### src/sv/i2crw_pkg.sv
package i2crw_pkg;

  localparam int unsigned AddrW  = 7;
  localparam int unsigned ByteW  = 8;
  localparam int unsigned CfgIdxW = 2;

  localparam logic [CfgIdxW-1:0] CFG_DEVICE_ADDRESS    = 2'd0;
  localparam logic [CfgIdxW-1:0] CFG_HALF_PERIOD_TICKS = 2'd1;
  localparam logic [CfgIdxW-1:0] CFG_ACK_TIMEOUT_TICKS = 2'd2;

  localparam logic [AddrW-1:0] DEVICE_ADDRESS_RST    = 7'd60;
  localparam logic [ByteW-1:0] HALF_PERIOD_TICKS_RST = 8'd2;
  localparam logic [ByteW-1:0] ACK_TIMEOUT_TICKS_RST = 8'd250;

  typedef enum logic [9:0] {
    PH_IDLE     = 10'b00_0000_0001,
    PH_START_A  = 10'b00_0000_0010,
    PH_START_B  = 10'b00_0000_0100,
    PH_BIT_LOW  = 10'b00_0000_1000,
    PH_BIT_HIGH = 10'b00_0001_0000,
    PH_ACK_LOW  = 10'b00_0010_0000,
    PH_ACK_HIGH = 10'b00_0100_0000,
    PH_STOP_A   = 10'b00_1000_0000,
    PH_STOP_B   = 10'b01_0000_0000,
    PH_STOP_C   = 10'b10_0000_0000
  } phase_t;

  typedef struct packed {
    logic [AddrW-1:0] device_address;
    logic [ByteW-1:0] half_period_ticks;
    logic [ByteW-1:0] ack_timeout_ticks;
  } cfg_t;

  typedef struct packed {
    logic scl_level;
    logic sda_level;
    logic busy_res;
    logic done_res;
    logic ack_error;
    logic request_refused;
  } result_t;

endpackage

### src/sv/i2crw_cfg.sv
module i2crw_cfg (
  input  logic                           clk,
  input  logic                           rst_n,
  input  logic                           wr_en,
  input  logic [i2crw_pkg::CfgIdxW-1:0]  wr_index,
  input  logic [i2crw_pkg::ByteW-1:0]    wr_data,
  output i2crw_pkg::cfg_t                cfg
);
  import i2crw_pkg::*;

  cfg_t cfg_r;

  always_ff @(posedge clk) begin
    if (!rst_n) begin
      cfg_r.device_address    <= DEVICE_ADDRESS_RST;
      cfg_r.half_period_ticks <= HALF_PERIOD_TICKS_RST;
      cfg_r.ack_timeout_ticks <= ACK_TIMEOUT_TICKS_RST;
    end else if (wr_en) begin
      case (wr_index)
        CFG_DEVICE_ADDRESS:    cfg_r.device_address    <= wr_data[AddrW-1:0];
        CFG_HALF_PERIOD_TICKS: cfg_r.half_period_ticks <= wr_data;
        CFG_ACK_TIMEOUT_TICKS: cfg_r.ack_timeout_ticks <= wr_data;
        default: ;
      endcase
    end
  end

  assign cfg = cfg_r;

endmodule

### src/sv/i2crw_seq.sv
module i2crw_seq (
  input  logic                        clk,
  input  logic                        rst_n,
  input  logic                        step_en,
  input  logic                        action,
  input  logic [i2crw_pkg::ByteW-1:0] control_byte,
  input  logic [i2crw_pkg::ByteW-1:0] data_byte,
  input  logic                        sda_sampled,
  input  i2crw_pkg::cfg_t             cfg,
  output i2crw_pkg::result_t          res
);
  import i2crw_pkg::*;

  phase_t     phase_r, phase_nxt;
  logic [1:0] byte_index_r, byte_index_nxt;
  logic [3:0] bit_count_r, bit_count_nxt;
  logic [7:0] shift_out_r, shift_out_nxt;
  logic [7:0] held_control_r, held_control_nxt;
  logic [7:0] held_data_r, held_data_nxt;
  logic [7:0] tick_count_r, tick_count_nxt;
  logic [7:0] ack_wait_r, ack_wait_nxt;
  logic       error_flag_r, error_flag_nxt;

  logic [7:0] tc_inc;
  logic [7:0] limit;
  logic       hold_end;
  logic [3:0] bc_inc;
  logic [1:0] bi_inc;
  logic       scl, sda;

  assign tc_inc   = tick_count_r + 8'd1;
  assign limit    = (cfg.half_period_ticks == 8'd0) ? 8'd1 : cfg.half_period_ticks;
  assign hold_end = tc_inc >= limit;
  assign bc_inc   = bit_count_r + 4'd1;
  assign bi_inc   = byte_index_r + 2'd1;

  always_comb begin
    case (phase_r)
      PH_START_A:  begin scl = 1'b1; sda = 1'b1;           end
      PH_START_B:  begin scl = 1'b1; sda = 1'b0;           end
      PH_BIT_LOW:  begin scl = 1'b0; sda = shift_out_r[7]; end
      PH_BIT_HIGH: begin scl = 1'b1; sda = shift_out_r[7]; end
      PH_ACK_LOW:  begin scl = 1'b0; sda = 1'b1;           end
      PH_ACK_HIGH: begin scl = 1'b1; sda = 1'b1;           end
      PH_STOP_A:   begin scl = 1'b0; sda = 1'b0;           end
      PH_STOP_B:   begin scl = 1'b1; sda = 1'b0;           end
      PH_STOP_C:   begin scl = 1'b1; sda = 1'b1;           end
      default:     begin scl = 1'b1; sda = 1'b1;           end
    endcase
  end

  always_comb begin
    phase_nxt        = phase_r;
    byte_index_nxt   = byte_index_r;
    bit_count_nxt    = bit_count_r;
    shift_out_nxt    = shift_out_r;
    held_control_nxt = held_control_r;
    held_data_nxt    = held_data_r;
    tick_count_nxt   = tick_count_r;
    ack_wait_nxt     = ack_wait_r;
    error_flag_nxt   = error_flag_r;
    res              = '0;
    res.scl_level    = 1'b1;
    res.sda_level    = 1'b1;

    if (!action) begin
      if (phase_r != PH_IDLE) begin
        res.request_refused = 1'b1;
        res.scl_level       = scl;
        res.sda_level       = sda;
      end else begin
        held_control_nxt = control_byte;
        held_data_nxt    = data_byte;
        byte_index_nxt   = 2'd0;
        bit_count_nxt    = 4'd0;
        shift_out_nxt    = 8'd0;
        tick_count_nxt   = 8'd0;
        ack_wait_nxt     = 8'd0;
        error_flag_nxt   = 1'b0;
        phase_nxt        = PH_START_A;
      end
    end else begin
      res.scl_level = scl;
      res.sda_level = sda;
      case (phase_r)
        PH_START_A, PH_START_B, PH_BIT_LOW, PH_BIT_HIGH,
        PH_ACK_LOW, PH_STOP_A, PH_STOP_B, PH_STOP_C: begin
          tick_count_nxt = hold_end ? 8'd0 : tc_inc;
        end
        default: ;
      endcase
      case (phase_r)
        PH_START_A: begin
          if (hold_end) phase_nxt = PH_START_B;
        end
        PH_START_B: begin
          if (hold_end) begin
            shift_out_nxt  = {cfg.device_address, 1'b0};
            byte_index_nxt = 2'd0;
            bit_count_nxt  = 4'd0;
            phase_nxt      = PH_BIT_LOW;
          end
        end
        PH_BIT_LOW: begin
          if (hold_end) phase_nxt = PH_BIT_HIGH;
        end
        PH_BIT_HIGH: begin
          if (hold_end) begin
            shift_out_nxt = {shift_out_r[6:0], 1'b0};
            if (bc_inc >= 4'd8) begin
              bit_count_nxt = 4'd0;
              phase_nxt     = PH_ACK_LOW;
            end else begin
              bit_count_nxt = bc_inc;
              phase_nxt     = PH_BIT_LOW;
            end
          end
        end
        PH_ACK_LOW: begin
          if (hold_end) begin
            ack_wait_nxt = 8'd0;
            phase_nxt    = PH_ACK_HIGH;
          end
        end
        PH_ACK_HIGH: begin
          if (!sda_sampled) begin
            ack_wait_nxt   = 8'd0;
            tick_count_nxt = 8'd0;
            byte_index_nxt = bi_inc;
            if (bi_inc == 2'd1) begin
              shift_out_nxt = held_control_r;
              phase_nxt     = PH_BIT_LOW;
            end else if (bi_inc == 2'd2) begin
              shift_out_nxt = held_data_r;
              phase_nxt     = PH_BIT_LOW;
            end else begin
              phase_nxt = PH_STOP_A;
            end
          end else if (ack_wait_r >= cfg.ack_timeout_ticks) begin
            error_flag_nxt = 1'b1;
            ack_wait_nxt   = 8'd0;
            tick_count_nxt = 8'd0;
            phase_nxt      = PH_STOP_A;
          end else begin
            ack_wait_nxt = ack_wait_r + 8'd1;
          end
        end
        PH_STOP_A: begin
          if (hold_end) phase_nxt = PH_STOP_B;
        end
        PH_STOP_B: begin
          if (hold_end) phase_nxt = PH_STOP_C;
        end
        PH_STOP_C: begin
          if (hold_end) begin
            res.done_res  = 1'b1;
            res.ack_error = error_flag_r;
            phase_nxt     = PH_IDLE;
          end
        end
        default: begin
          phase_nxt = PH_IDLE;
        end
      endcase
    end
    res.busy_res = phase_nxt != PH_IDLE;
  end

  always_ff @(posedge clk) begin
    if (!rst_n) begin
      phase_r        <= PH_IDLE;
      byte_index_r   <= 2'd0;
      bit_count_r    <= 4'd0;
      shift_out_r    <= 8'd0;
      held_control_r <= 8'd0;
      held_data_r    <= 8'd0;
      tick_count_r   <= 8'd0;
      ack_wait_r     <= 8'd0;
      error_flag_r   <= 1'b0;
    end else if (step_en) begin
      phase_r        <= phase_nxt;
      byte_index_r   <= byte_index_nxt;
      bit_count_r    <= bit_count_nxt;
      shift_out_r    <= shift_out_nxt;
      held_control_r <= held_control_nxt;
      held_data_r    <= held_data_nxt;
      tick_count_r   <= tick_count_nxt;
      ack_wait_r     <= ack_wait_nxt;
      error_flag_r   <= error_flag_nxt;
    end
  end

endmodule

### src/sv/i2c_register_write_master.sv
// I2C master that writes one device register: a request beat (action 0) latches a
// control byte and a data byte, and each tick beat (action 1) steps SCL/SDA through
// start, address+write, ack, control byte, ack, data byte, ack, stop. Every input
// beat yields exactly one result beat carrying the line drive for that tick plus
// busy, done, ack_error and request_refused flags. One beat is accepted per clock
// while out_stall does not hold a valid result; a beat passes the input register,
// then the sequencer step into the result register, one state update per beat.
// Configuration writes are always ready and are meant to happen while idle.
module i2c_register_write_master (
  input  logic                          clk,
  input  logic                          rst_n,
  input  logic                          in_valid,
  output logic                          in_stall,
  input  logic                          in_action,
  input  logic [i2crw_pkg::ByteW-1:0]   in_control_byte,
  input  logic [i2crw_pkg::ByteW-1:0]   in_data_byte,
  input  logic                          in_sda_sampled,
  output logic                          out_valid,
  input  logic                          out_stall,
  output logic                          out_scl_level,
  output logic                          out_sda_level,
  output logic                          out_busy_res,
  output logic                          out_done_res,
  output logic                          out_ack_error,
  output logic                          out_request_refused,
  input  logic                          cfg_valid,
  output logic                          cfg_ready,
  input  logic [i2crw_pkg::CfgIdxW-1:0] cfg_index,
  input  logic [i2crw_pkg::ByteW-1:0]   cfg_data
);
  import i2crw_pkg::*;

  logic             in_vld_r;
  logic             action_r;
  logic [ByteW-1:0] control_byte_r;
  logic [ByteW-1:0] data_byte_r;
  logic             sda_sampled_r;
  logic             out_vld_r;
  result_t          res_r;
  result_t          step_res;
  cfg_t             cfg;
  logic             advance;
  logic             in_take;

  assign cfg_ready = 1'b1;
  assign advance   = in_vld_r && (!out_vld_r || !out_stall);
  assign in_stall  = in_vld_r && !advance;
  assign in_take   = in_valid && !in_stall;

  i2crw_cfg u_cfg (
    .clk      (clk),
    .rst_n    (rst_n),
    .wr_en    (cfg_valid && cfg_ready),
    .wr_index (cfg_index),
    .wr_data  (cfg_data),
    .cfg      (cfg)
  );

  i2crw_seq u_seq (
    .clk          (clk),
    .rst_n        (rst_n),
    .step_en      (advance),
    .action       (action_r),
    .control_byte (control_byte_r),
    .data_byte    (data_byte_r),
    .sda_sampled  (sda_sampled_r),
    .cfg          (cfg),
    .res          (step_res)
  );

  always_ff @(posedge clk) begin
    if (!rst_n) begin
      in_vld_r <= 1'b0;
    end else if (in_take) begin
      in_vld_r <= 1'b1;
    end else if (advance) begin
      in_vld_r <= 1'b0;
    end
  end

  always_ff @(posedge clk) begin
    if (in_take) begin
      action_r       <= in_action;
      control_byte_r <= in_control_byte;
      data_byte_r    <= in_data_byte;
      sda_sampled_r  <= in_sda_sampled;
    end
  end

  always_ff @(posedge clk) begin
    if (!rst_n) begin
      out_vld_r <= 1'b0;
    end else if (advance) begin
      out_vld_r <= 1'b1;
    end else if (!out_stall) begin
      out_vld_r <= 1'b0;
    end
  end

  always_ff @(posedge clk) begin
    if (advance) begin
      res_r <= step_res;
    end
  end

  assign out_valid           = out_vld_r;
  assign out_scl_level       = res_r.scl_level;
  assign out_sda_level       = res_r.sda_level;
  assign out_busy_res        = res_r.busy_res;
  assign out_done_res        = res_r.done_res;
  assign out_ack_error       = res_r.ack_error;
  assign out_request_refused = res_r.request_refused;

endmodule
### config.mk
export PLATFORM = sky130hd
export DESIGN_NAME = i2c_register_write_master
export DESIGN_NICKNAME = d
export VERILOG_FILES = /design/src/sv/i2crw_pkg.sv /design/src/sv/i2crw_cfg.sv /design/src/sv/i2crw_seq.sv /design/src/sv/i2c_register_write_master.sv
export SDC_FILE = /design/constraint.sdc
export NUM_CORES = 1
export LEC_CHECK = 0
export BUFFER_PORTS_ARGS = -buffer_cell sky130_fd_sc_hd__buf_2
export CAP_MARGIN = 0
export CORE_MARGIN = 4
export CORE_UTILIZATION = 60
export DETAILED_ROUTE_END_ITERATION = 7
export GPL_ROUTABILITY_DRIVEN = 0
export GPL_TIMING_DRIVEN = 0
export PLACE_DENSITY = 0.77
export SYNTH_ARGS = -nofsm -noshare
export SYNTH_HDL_FRONTEND = slang
export SYNTH_HIERARCHICAL = 1
export SYNTH_SLANG_ARGS = --single-unit
### constraint.sdc
create_clock -name clk -period 7.15 [get_ports clk]
set_input_delay 1.43 -clock clk [delete_from_list [all_inputs] [get_ports clk]]
set_output_delay 1.43 -clock clk [all_outputs]
set_load 0.005 [all_outputs]
* Word level (Yosys, flattened, before mapping)
Index checks and enable logic that the tools add are counted.
Storage, ports and cells: bits of input ports 33, word-level logic and storage cells 151, flip-flop bits (word level) 106, output and inout port bits 9
Operators by class: add/sub/neg operators 4, mux-type cells 62, equality and inequality tests 29, reductions and logical operators 27, bitwise gates (word level) 2, magnitude comparators 3
Operators with widths (count):
- $mux 8 | 19
- $mux 10 | 13
- $pmux 10 s9 | 1
- $pmux 8 s3 | 1
- $mux 4 | 5
- $ne 10x1->1 const B | 2
- $add 8x1->8 const B | 2
- $ge 8x8->1 | 2
- $pmux 8 s2 | 1
- $reduce_and 5->1 | 3
- $mux 2 | 7
- $mux 1 | 11
- $eq 10x10->1 const B | 1
- $eq 10x2->1 const B | 1
- $eq 10x3->1 const B | 1
- $eq 10x4->1 const B | 1
- $eq 10x5->1 const B | 1
- $eq 10x6->1 const B | 1
- $eq 10x7->1 const B | 1
- $eq 10x8->1 const B | 1
- $eq 10x9->1 const B | 1
- $reduce_and 2->1 | 5
- $ne 3x1->1 const B | 3
- $ne 3x2->1 const B | 3
- 27 further kinds | 40

* Depth between registers and ports, before layout
depth in word-level cells 9, mapped depth 12, depth with buffers taken out 11

* Modules after synthesis
Netlist, hierarchy kept.
By module, submodules not included:
- i2crw_seq | instances 1, area each 3673.5 µm², cells an instance 470, seq. area each 1141.1 µm²
- i2crw_cfg | instances 1, area each 958.4 µm², cells an instance 96, seq. area each 460.4 µm²
- i2c_register_write_master | instances 1, area each 815.8 µm², cells an instance 34, seq. area each 760.7 µm²

* Worst setup path after synthesis
Ideal clock, no wire load.
path kind input-to-reg, start point in out_stall, end point reg u_seq.ack_wait_r[0], arrival time 3.589 ns, data required time 7.089 ns, stages on the path 5, buffers on the path 0, library setup time 0.061 ns, slack 3.500 ns, cell sequence a21boi_0 -> nor4b_1 -> a41oi_1 -> nor4_2 -> mux2_2
Between the ends: cells in the longest elaborated chain, start to end 4
Ends and longest elaborated chain:
- start: declaration | line i2c_register_write_master.sv:19 | input logic out_stall,
- $logic_not 1->1
- $logic_or 1x1->1 | line i2c_register_write_master.sv:46 | assign advance = in_vld_r && (!out_vld_r || !out_stall);
- $logic_and 1x1->1 | line i2c_register_write_master.sv:46
- $reduce_and 4->1 (no line)
- end signal: assignment | line i2crw_seq.sv:188 | ack_wait_r <= ack_wait_nxt;
- end: declaration | line i2crw_seq.sv:21 | logic [7:0] ack_wait_r, ack_wait_nxt;
Every way passes these cells. A chain may end at the register's enable or synchronous reset.

* Worst setup path in the final report
start point reg u_seq.tick_count_r[2], end point reg u_seq.shift_out_r[4]
Between the ends: cells in the longest elaborated chain, start to end 4, elaborated cells between the ends (all ways) 5, those cells by class 1 x add/sub; 1 x order compare; 2 x eq/ne; 1 x reduce/logical
Ends and longest elaborated chain:
- start: declaration | line i2crw_seq.sv:20 | logic [7:0] tick_count_r, tick_count_nxt;
- start signal: assignment | line i2crw_seq.sv:187 | tick_count_r <= tick_count_nxt;
- $add 8x1->8 (*) | line i2crw_seq.sv:31 | assign tc_inc = tick_count_r + 8'd1;
- $ge 8x8->1 (*) | line i2crw_seq.sv:33 | assign hold_end = tc_inc >= limit;
- $ne 3x2->1 (no line)
- $reduce_and 7->1 (no line) (*)
- end signal: assignment | line i2crw_seq.sv:184 | shift_out_r <= shift_out_nxt;
- end: declaration | line i2crw_seq.sv:17 | logic [7:0] shift_out_r, shift_out_nxt;
Mark *: on every way between the ends. The rest lies on a longest branch, timed or not.

==> results_dict.tcl <==
set metrics [dict create \
    outcome "complete, no violations" \
    tightest_slew_ns 1.317 \
    area_overhead_vs_synth_pct 9.830 \
    synthesis.nets 654 \
    drv_cap 0 \
    first_pass_grt_wire_length_mm 21.12 \
    fp.dieArea_mm2 0.01067 \
    critPathLaunch "u_seq/tick_count_r[2]" \
    die_w_um 103.3 \
    ctsResizeCount 0 \
    drt-vias-per-instance 6.124 \
    antenna-diode-count 0 \
    drt_first_pass_iters 6 \
    route.final.wire_length_mm 12.87 \
    overflow 0 \
    cts_tree "built" \
    switching_share_pct 27.40 \
    fp.coreArea_mm2 0.008763 \
    seqPwrFrac_pct 57.6 \
    layout_common_cells "nand2_1, dfxtp_1, buf_2" \
    combinational_share_of_power_pct 9.2 \
    synth_area_mm2 0.005448 \
    leading_cell_type_in_the_layout_fill_and_taps_excluded "nand2_1" \
    grt_max_degree 21 \
    first_global_vias 4433 \
    netlist-cell-type-count 67 \
    post_synth_xor_area_fraction_pct 2.090 \
    clock-root-buffer "clkbuf_8" \
    cts_sinks 106 \
    final_antenna_net_count 0 \
    crit-reg2reg-launch "u_seq/tick_count_r[2]" \
    critical_path_startpoint_category "flop" \
    ys_seq_area_share_pct 43.36 \
    worstPathMaxFanout 8 \
    max_freq_ghz 0.2820 \
    share_clk_of_total_power_pct 33.2 \
    post-dp-hpwl_mm 9.527 \
    worst_hold_startpoint "u_seq/held_control_r[0]" \
    postSynthCellCount 600 \
    final.period_utilization_pct 49.59 \
    initial_core_util_pct 62.16 \
    final_net_count 706 \
    pwr_density_cell_mw_per_mm2 185.2 \
    path_clk_slew_ns 0.11 \
    hold_buffers 0 \
    numPortBuffers 40 \
    p_switching_uw 303.7 \
    p_int_uw 804.6 \
    worstPathArrival_ns 3.78 \
    post-layout-total-power_mw 1.108 \
    synth_top_family_by_area "simple AND/OR/NAND/NOR gates" \
    rsz0062_at_grt "no" \
    finalCoreUtilization_pct 68.28 \
    layout.area.seq_mm2 0.002362 \
    detailedRoute.firstIterationViolations 318 \
    num-fill-cells 728 \
    fin_tns_setup_ns 0 \
    min_delay_worst_type "reg -> reg" \
    fin_worst_skew_ns 0.01037 \
    dp_cells 749 \
    setup.worst_path.class "reg -> reg" \
    postCtsSetupRepairBufs 0 \
    irDropWorstVdd_uv 160.1 \
    worst-endpoint-required_ns 7.38 \
    drive_gt1_share_pct 12.48 \
    basic_gate_share_of_the_synthesized_area_counting_and_or_nand_and_nor_cells_pct 23.75 \
    number_of_synthesized_flops_with_an_enable_pin 24 \
    clock_latency_ns 0.38 \
    postSynth.asyncResetShare_pct 0 \
    tritoncts_buffers 9 \
    final-hold-violation-count 0 \
    timing.reg2reg.setup_slack_ns 3.60 \
    die_h_um 103.3 \
    synth.area.mux_share_pct 6.844 \
    multiInputGateArea_mm2 0.002834 \
    wl_per_cell_um 16.83 \
    slew_headroom_pct 10.84 \
    syn_area_per_cell_um2 9.080 \
    ios 42 \
    grt_usage_pct 25.20 \
    finalMaxSlewViolations 0 \
    yosys_register_bits 106 \
    synth-main-ff-cell "dfxtp_1" \
    via_total_after_detailed_routing 4685 \
    post_synth_fa_ha_maj_area_fraction_pct 4.823 \
    static-leakage-power_nw 2.433 \
    fp-row-count 34 \
    worst_setup_path_end_kind "flop" \
    final-setup-viol-count 0 \
    ctsHtreeMaxLevel 3 \
    antenna_found_initial 0 \
    finalNonFillerCells 765 \
    area_fraction_in_compound_gates_after_synthesis_pct 14.40 \
    time_the_worst_path_needs_with_i_o_delays_and_setup_ns 3.546 \
    drcViolationCount 0 \
    total_number_of_yosys_warnings 6 \
    maximum_clock_path_buffer_count 2 \
]
-- cell families (layout without fill, tap and decap cells) --
group,count (synthesis),in the layout
adder cells (fa/ha/maj),21,21
multiplexers,37,37
AND/OR/NAND/NOR,244,244
XOR/XNOR,13,13
buffers and inverters,60,117
other,1,1
AO/OA/AOI/OAI,118,118
flip-flops,106,106
-- path summary, 6_finish.rpt --
path	endpoint	cells after the start
worst max register to register	u_seq/shift_out_r[4]	10
worst min register to register	u_seq/held_control_r[0]	2
worst min-delay path	u_seq/held_control_r[0]	2
worst max-delay path	u_seq/shift_out_r[4]	10
-- final cells by class --
| class | instances | share of cell area [%] |
|---|---|---|
| Buffer | 33 | 2.551 |
| Clock buffer | 9 | 2.070 |
| Clock inverter | 7 | 1.108 |
| Inverter | 27 | 1.694 |
| Multi-Input combinational cell | 434 | 47.37 |
| Sequential cell | 106 | 39.48 |
| Tap cell | 108 | 2.258 |
| Timing Repair Buffer | 41 | 3.471 |
-- synthesized netlist by cell type, types with 7 or more instances --
cell type | n | share of area (%)
nor2b_1 | 19 | 2.2
mux2i_1 | 35 | 6.4
edfxtp_1 | 24 | 13
nor4_1 | 9 | 1.0
and2_1 | 7 | 0.80
and3_1 | 8 | 0.92
inv_1 | 27 | 1.9
ha_1 | 21 | 4.8
dfxtp_1 | 82 | 30
nand2_1 | 86 | 5.9
a21oi_1 | 36 | 3.3
nor2_1 | 37 | 2.5
nand3_1 | 20 | 1.8
o21ai_0 | 24 | 2.2
clkbuf_1 | 22 | 1.5
xnor2_1 | 7 | 1.1
nor3_1 | 11 | 1.0
nand3b_1 | 7 | 0.96
-- state kept, by name, summed over array words and instances, names as in the netlist, 2 cells and up --
register,flops
control_byte_r,8
u_seq/held_data_r,8
u_seq/shift_out_r,8
u_seq/phase_r,10
u_seq/bit_count_r,4
data_byte_r,8
u_seq/tick_count_r,8
u_seq/byte_index_r,2
u_cfg/cfg,23
u_seq/ack_wait_r,8
u_seq/held_control_r,8
-- metal layers --
layer	GRT usage (%)	up-vias	share of wire, %
met1	33.90	2221	44
li1	-	2259	-
met4	6.773	0	1.8
met3	4.695	32	6.4
met2	41.88	173	48
met5	0	-	0
-- worst max-delay path: stages (launching register included) --
cell and delay (ns):
dfxtp_1 0.41, and3_1 0.26, and3_1 0.27, nand3_1 0.12, xnor2_1 0.16, ha_1 0.32, nand3_1 0.12, o31ai_1 0.73
nand2_1 0.23, a31oi_2 0.58, o22ai_1 0.20
-- power by group through the flow --
stage | Clock [mW] | Combinational (mW) | Sequential, mW
final | 0.368 | 0.102 | 0.639
after global routing | 0.396 | 0.112 | 0.641
after CTS | 0.373 | 0.0999 | 0.639
after detailed placement | 0 | 0.0996 | 0.652
after global placement | 0 | 0.0959 | 0.652
after floorplan | 0 | 0.0659 | 0.649
-- metrics by stage --
step,instance area [um^2],hold slack (ns),worst slack [ns]
floorplan,5448,0.4237,3.500
global placement,5783,0.4304,2.381
detailed placement,5791,0.4450,3.285
CTS,5981,0.4598,3.674
global route,5983,0.4810,3.413
finish,5983,0.4628,3.604
Power figures use the tool's default switching activity.
